**src/rtl/gmdfs_pkg.sv**
```systemverilog
// gmdfs_pkg: shared types, codes and the control store for the grid maze search block
// used by gmdfs_useq, gmdfs_dpath and grid_maze_depth_first_search; no dependencies
package gmdfs_pkg;

	// default store geometry
	localparam int DEF_MAX_ROWS = 32;
	localparam int DEF_MAX_COLS = 32;

	// item and register field widths
	localparam int CMD_W   = 2;
	localparam int IDX_W   = 5;
	localparam int CODE_W  = 2;
	localparam int MARK_W  = 3;
	localparam int CFG_W   = 6;
	localparam int CFG_IDX_W = 1;

	// configuration register indexes
	localparam logic [CFG_IDX_W-1:0] REG_GRID_ROWS = 1'b0;
	localparam logic [CFG_IDX_W-1:0] REG_GRID_COLS = 1'b1;
	localparam logic [CFG_W-1:0]     GRID_RESET    = 6'd32;

	// commands
	localparam logic [CMD_W-1:0] CMD_LOAD = 2'd0;
	localparam logic [CMD_W-1:0] CMD_RUN  = 2'd1;
	localparam logic [CMD_W-1:0] CMD_READ = 2'd2;
	localparam logic [CMD_W-1:0] CMD_NONE = 2'd3;

	// cell codes held in the store
	localparam logic [MARK_W-1:0] CELL_OPEN      = 3'd0;
	localparam logic [MARK_W-1:0] CELL_WALL      = 3'd1;
	localparam logic [MARK_W-1:0] CELL_FINISH    = 3'd2;
	localparam logic [MARK_W-1:0] CELL_START     = 3'd3;
	localparam logic [MARK_W-1:0] CELL_EXPLORED  = 3'd4;
	localparam logic [MARK_W-1:0] CELL_HIT_OPEN  = 3'd5;
	localparam logic [MARK_W-1:0] CELL_HIT_START = 3'd6;

	// neighbour directions in search order
	localparam logic [1:0] DIR_LEFT  = 2'd0;
	localparam logic [1:0] DIR_DOWN  = 2'd1;
	localparam logic [1:0] DIR_RIGHT = 2'd2;
	localparam logic [1:0] DIR_UP    = 2'd3;

	// micro-operations of the datapath
	typedef enum logic [3:0] {
		OP_ACCEPT = 4'd0,
		OP_LOAD   = 4'd1,
		OP_READ   = 4'd2,
		OP_MARK   = 4'd3,
		OP_START  = 4'd4,
		OP_TRY    = 4'd5,
		OP_ENTER  = 4'd6,
		OP_SWEEP  = 4'd7,
		OP_EMIT   = 4'd8
	} op_t;

	// sequencing conditions
	typedef enum logic [2:0] {
		COND_NEXT       = 3'd0,
		COND_GOTO       = 3'd1,
		COND_DISPATCH   = 3'd2,
		COND_LOOP       = 3'd3,
		COND_HOLD_SWEEP = 3'd4,
		COND_WAIT_OUT   = 3'd5
	} cond_t;

	localparam int UPC_W = 4;
	typedef logic [UPC_W-1:0] upc_t;

	// step addresses of the control program
	localparam upc_t U_IDLE   = 4'd0;
	localparam upc_t U_LOAD   = 4'd1;
	localparam upc_t U_READ   = 4'd2;
	localparam upc_t U_MARK   = 4'd3;
	localparam upc_t U_RUN    = 4'd4;
	localparam upc_t U_TRY    = 4'd5;
	localparam upc_t U_ENTER  = 4'd6;
	localparam upc_t U_SWEEP  = 4'd7;
	localparam upc_t U_RESULT = 4'd8;

	typedef struct packed {
		op_t   op;
		cond_t cond;
		upc_t  target;
	} uword_t;

	// sequencer to datapath
	typedef struct packed {
		op_t  op;
		logic cmd_ready;
	} ctrl_t;

	// datapath to sequencer
	typedef struct packed {
		logic done;
		logic sweep_end;
		logic out_free;
	} stat_t;

	// control store
	function automatic uword_t ucode(input upc_t addr);
		uword_t w;
		case (addr)
			U_IDLE:   w = '{op: OP_ACCEPT, cond: COND_DISPATCH,   target: U_IDLE};
			U_LOAD:   w = '{op: OP_LOAD,   cond: COND_GOTO,       target: U_RESULT};
			U_READ:   w = '{op: OP_READ,   cond: COND_NEXT,       target: U_IDLE};
			U_MARK:   w = '{op: OP_MARK,   cond: COND_GOTO,       target: U_RESULT};
			U_RUN:    w = '{op: OP_START,  cond: COND_GOTO,       target: U_ENTER};
			U_TRY:    w = '{op: OP_TRY,    cond: COND_NEXT,       target: U_IDLE};
			U_ENTER:  w = '{op: OP_ENTER,  cond: COND_LOOP,       target: U_TRY};
			U_SWEEP:  w = '{op: OP_SWEEP,  cond: COND_HOLD_SWEEP, target: U_IDLE};
			U_RESULT: w = '{op: OP_EMIT,   cond: COND_WAIT_OUT,   target: U_IDLE};
			default:  w = '{op: OP_ACCEPT, cond: COND_GOTO,       target: U_IDLE};
		endcase
		return w;
	endfunction

	// entry step for each command
	function automatic upc_t dispatch(input logic [CMD_W-1:0] cmd);
		upc_t t;
		case (cmd)
			CMD_LOAD: t = U_LOAD;
			CMD_RUN:  t = U_RUN;
			CMD_READ: t = U_READ;
			default:  t = U_RESULT;
		endcase
		return t;
	endfunction

endpackage

```
**src/rtl/gmdfs_useq.sv**
```systemverilog
// gmdfs_useq: step counter and control store of the grid maze search block
// depends on gmdfs_pkg (control word, conditions, program)
module gmdfs_useq import gmdfs_pkg::*; (
	input  logic             clk,
	input  logic             arst_n,
	input  logic             cmd_valid,
	input  logic [CMD_W-1:0] command,
	input  stat_t            stat,
	output ctrl_t            ctrl
);

	upc_t   upc_q;
	upc_t   upc_next;
	uword_t uw;

	// fetch and next step selection
	always_comb begin
		uw = ucode(upc_q);
		case (uw.cond)
			COND_NEXT:       upc_next = upc_q + upc_t'(1);
			COND_GOTO:       upc_next = uw.target;
			COND_DISPATCH:   upc_next = cmd_valid ? dispatch(command) : upc_q;
			COND_LOOP:       upc_next = stat.done ? upc_q + upc_t'(1) : uw.target;
			COND_HOLD_SWEEP: upc_next = stat.sweep_end ? upc_q + upc_t'(1) : upc_q;
			COND_WAIT_OUT:   upc_next = stat.out_free ? uw.target : upc_q;
			default:         upc_next = U_IDLE;
		endcase
	end

	// step counter
	always_ff @(posedge clk or negedge arst_n) begin
		if (!arst_n) begin
			upc_q <= U_IDLE;
		end else begin
			upc_q <= upc_next;
		end
	end

	assign ctrl.op        = uw.op;
	assign ctrl.cmd_ready = (uw.op == OP_ACCEPT);

endmodule

```
**config.mk**
```make
export PLATFORM = sky130hd
export DESIGN_NAME = gmdfs_useq
export DESIGN_NICKNAME = d
export VERILOG_FILES = /design/src/rtl/gmdfs_pkg.sv /design/src/rtl/gmdfs_useq.sv
export SDC_FILE = /design/constraint.sdc
export NUM_CORES = 1
export LEC_CHECK = 0
export BUFFER_PORTS_ARGS = -buffer_cell sky130_fd_sc_hd__buf_2
export CORE_MARGIN = 4
export CORE_UTILIZATION = 30
export DETAILED_ROUTE_END_ITERATION = 8
export PLACE_DENSITY = 0.6
export SKIP_CTS_REPAIR_TIMING = 1
export SLEW_MARGIN = 10
export SYNTH_ARGS = -nofsm -noshare
export SYNTH_HDL_FRONTEND = slang
export SYNTH_SLANG_ARGS = --single-unit
```
**constraint.sdc**
```tcl
create_clock -name clk -period 2.01 [get_ports clk]
set_input_delay 0 -clock clk [delete_from_list [all_inputs] [get_ports clk]]
set_output_delay 0 -clock clk [all_outputs]
set_load 0.005 [all_outputs]
```
==> impl_metrics.sql <==
INSERT INTO impl_metrics (metric_group, metric, value, unit) VALUES
('routing', 'route.detailed.wl_per_inst', '13.99', 'µm'),
('routing', 'avg_vias_per_cell', '5.397', ''),
('worst_setup_path', 'crit_path_cell_trace', 'ha_1, ha_1, nor4b_1, a311o_1, a31o_1, a22o_1', ''),
('cts', 'worst_skew_late_latency', '0.23', 'ns'),
('placement', 'finalWeightedCongestion', '0.8564', ''),
('synth', 'syn_area_per_cell', '8.687', 'µm²'),
('worst_setup_path', 'worstPathMaxFanout', '6', ''),
('routing', 'first_pass_iteration_count_of_the_detailed_router', '4', ''),
('worst_setup_path', 'path_class', 'register to register', ''),
('synth', 'synth_enable_flop_cells', '0', ''),
('timing', 'period_needed', '1.907', 'ns'),
('finish', 'mostFrequentLayoutCell', 'sky130_fd_sc_hd__buf_2', ''),
('synth', 'netlist_instances', '70', ''),
('worst_setup_path', 'worstSetupStartpointType', 'register', ''),
('synth', 'seq_area_frac_synth', '0.1646', ''),
('routing', 'first_iter_violations', '20', ''),
('grt', 'grt_remaining_overflow', '0', ''),
('grt', 'grt_first_pass_wirelength', '2601', 'µm'),
('worst_setup_path', 'worstSetupEndpointType', 'register', ''),
('finish', 'layout.cells.most_common_list', 'sky130_fd_sc_hd__buf_2 (12), sky130_fd_sc_hd__buf_4 (11), sky130_fd_sc_hd__inv_1 (6), sky130_fd_sc_hd__ha_1 (6), sky130_fd_sc_hd__o221ai_1 (4)', ''),
('synth', 'async_reset_ff_frac', '1.000', ''),
('worst_setup_path', 'crit_required', '2.13', 'ns'),
('finish', 'top_register', 'upc_q', ''),
('grt', 'largest_net_degree_at_the_start_of_global_routing', '10', ''),
('grt', 'first_global_vias', '592', ''),
('power_and_ir_drop', 'power_density', '1452', 'nW/µm²'),
('cts', 'clkSlewWorstSetupHoldPaths', '0.04', 'ns'),
('finish', 'layout-drive-gt1-share', '0.3511', ''),
('die', 'die_width', '53.02', 'µm'),
('power_and_ir_drop', 'p_leak', '0.0003764', 'µW'),
('synth', 'synth_fp_nets', '84', ''),
('cts', 'clock-sinks', '4', ''),
('finish', 'finalNetCount', '110', ''),
('synth', 'postSynthRegisterBits', '4', ''),
('power_and_ir_drop', 'total_power_consumption_of_the_routed_design', '1178', 'µW'),
('worst_setup_path', 'crit_family', 'compound AO/OA/AOI/OAI gates', ''),
('routing', 'postRouteWirelength', '1693', 'µm'),
('cts', 'cts.path.max_buffers', '2', ''),
('cts', 'cts_tree', 'built', ''),
('min_path', 'hold_path_class', 'input port to async pin', ''),
('cts', 'h-tree-depth', '1', ''),
('die', 'coreArea', '1942', 'µm²'),
('die', 'fp-row-count', '16', ''),
('die', 'fp.dieArea', '2811', 'µm²'),
('synth', 'ys_warns', '0', ''),
('timing', 'finClkSkew', '0.003151', 'ns'),
('finish', 'syn2layout_area_growth', '33.33', '%'),
('synth', 'postSynth.topFlopCell', 'sky130_fd_sc_hd__dfrtp_1', ''),
('die', 'ios', '13', ''),
('run_status', 'run_status', 'finished clean', ''),
('routing', 'drc', '0', ''),
('finish', 'n_antenna_cell', '0', ''),
('power_and_ir_drop', 'worst_ir_drop_vdd', '0.6350', 'mV'),
('synth', 'post_synth_num_cell_types', '37', ''),
('die', 'initial_core_util', '0.3131', ''),
('cts', 'ctsRootBufferMaster', 'sky130_fd_sc_hd__clkbuf_4', ''),
('worst_setup_path', 'cp_data_arrival_time', '2.02', 'ns'),
('worst_setup_path', 'critical_path.slowest_cell', 'sky130_fd_sc_hd__dfrtp_2', ''),
('placement', 'dp_hpwl', '1301', 'µm'),
('timing', 'worst_slew_pin_slew', '0.3931', 'ns'),
('die', 'die-height', '53.02', 'µm'),
('timing', 'holdWs', '0.1128', 'ns'),
('worst_setup_path', 'reg2reg_from', 'upc_q[1]', ''),
('worst_setup_path', 'timing.critical_path.mode_cell', 'sky130_fd_sc_hd__ha_1', ''),
('grt', 'antenna_violations_before_repair', '0', ''),
('worst_setup_path', 'cp_slowest_stage_delay', '0.44', 'ns'),
('worst_setup_path', 'worst_setup_slack_for_register_to_register_paths', '0.10', 'ns'),
('routing', 'vias', '653', ''),
('timing', 'post-route-period-util', '0.9489', ''),
('finish', 'largest_registers_in_the_final_layout', 'upc_q (4)', ''),
('worst_setup_path', 'timing.reg2reg.worst_path_depth', '6', '');
[cells by family after synthesis]
group,count (synthesis),synth area share
simple gates,29,0.3333
compound gates,18,0.2325
buf+inv,9,0.06994
fa+ha+maj,6,0.1235
mux,4,0.07612
flops,4,0.1646
[synth_stat cells, types with 2 or more instances]
cell type	n	area [µm²]
sky130_fd_sc_hd__a21oi_1	2	10.01
sky130_fd_sc_hd__inv_1	6	22.52
sky130_fd_sc_hd__nor4bb_1	2	20.02
sky130_fd_sc_hd__mux2i_1	2	20.02
sky130_fd_sc_hd__nand2_1	3	11.26
sky130_fd_sc_hd__o211ai_1	2	15.01
sky130_fd_sc_hd__nor2_1	3	11.26
sky130_fd_sc_hd__dfrtp_1	4	100.1
sky130_fd_sc_hd__nor4b_1	2	17.52
sky130_fd_sc_hd__a22o_1	3	26.28
sky130_fd_sc_hd__nor2b_1	2	12.51
sky130_fd_sc_hd__ha_1	6	75.07
sky130_fd_sc_hd__o221ai_1	4	35.03
sky130_fd_sc_hd__nor4_1	2	12.51
sky130_fd_sc_hd__nand2b_1	3	18.77
sky130_fd_sc_hd__nand4_1	2	12.51
sky130_fd_sc_hd__and2_1	2	12.51
[area by class of cell]
class	count	area, µm²
sequential	4	101.3
tap	27	33.78
inverter	6	22.52
clock buffer	3	22.52
fill	200	1131
multi-input combinational	57	478.0
timing repair buffer	24	152.6
[metal layers]
| metal | wire length (µm) | vias to the layer above | track usage | share of wire |
|---|---|---|---|---|
| met2 | 809 | 24 | 0.2025 | 0.48 |
| met3 | 74 | 0 | 0.01972 | 0.044 |
| met4 | 0 | 0 | 0.02553 | 0 |
| li1 | - | 324 | - | - |
| met1 | 809 | 305 | 0.1686 | 0.48 |
| met5 | 0 | - | 0 | 0 |
[how the worst max path moves through the flow]
stage / startpoint / end / slack, ns / cells after the start
6_report: upc_q[1] / upc_q[1] / 0.10 / 6
5_1_grt: upc_q[1] / upc_q[2] / -0.008 / 7
4_1_cts: upc_q[0] / upc_q[2] / 0.04 / 7
3_5_place_dp: upc_q[1] / upc_q[0] / 0.07 / 7
3_3_place_gp: upc_q[0] / upc_q[1] / 0.08 / 6
2_1_floorplan: upc_q[0] / upc_q[0] / 0.11 / 7
[metrics by stage]
step / cell area, µm² / utilization / setup slack [ns] / std cells / TNS, ns
finish: 810.8 / 0.4175 / 0.1028 / 121 / 0
global route: 810.8 / 0.4175 / -0.008208 / 121 / -0.008208
CTS: 779.5 / 0.4014 / 0.03733 / 119 / 0
detailed placement: 757.0 / 0.3898 / 0.06948 / 116 / 0
global placement: 757.0 / 0.3898 / 0.07858 / 116 / 0
floorplan: 608.1 / - / 0.1131 / 70 / 0
[power by group]
group	switching [µW]	internal [µW]
Clock	33.2	66.8
Combinational	446	469
Sequential	46.4	116
Note: power is estimated with default switching activity, not from simulation.
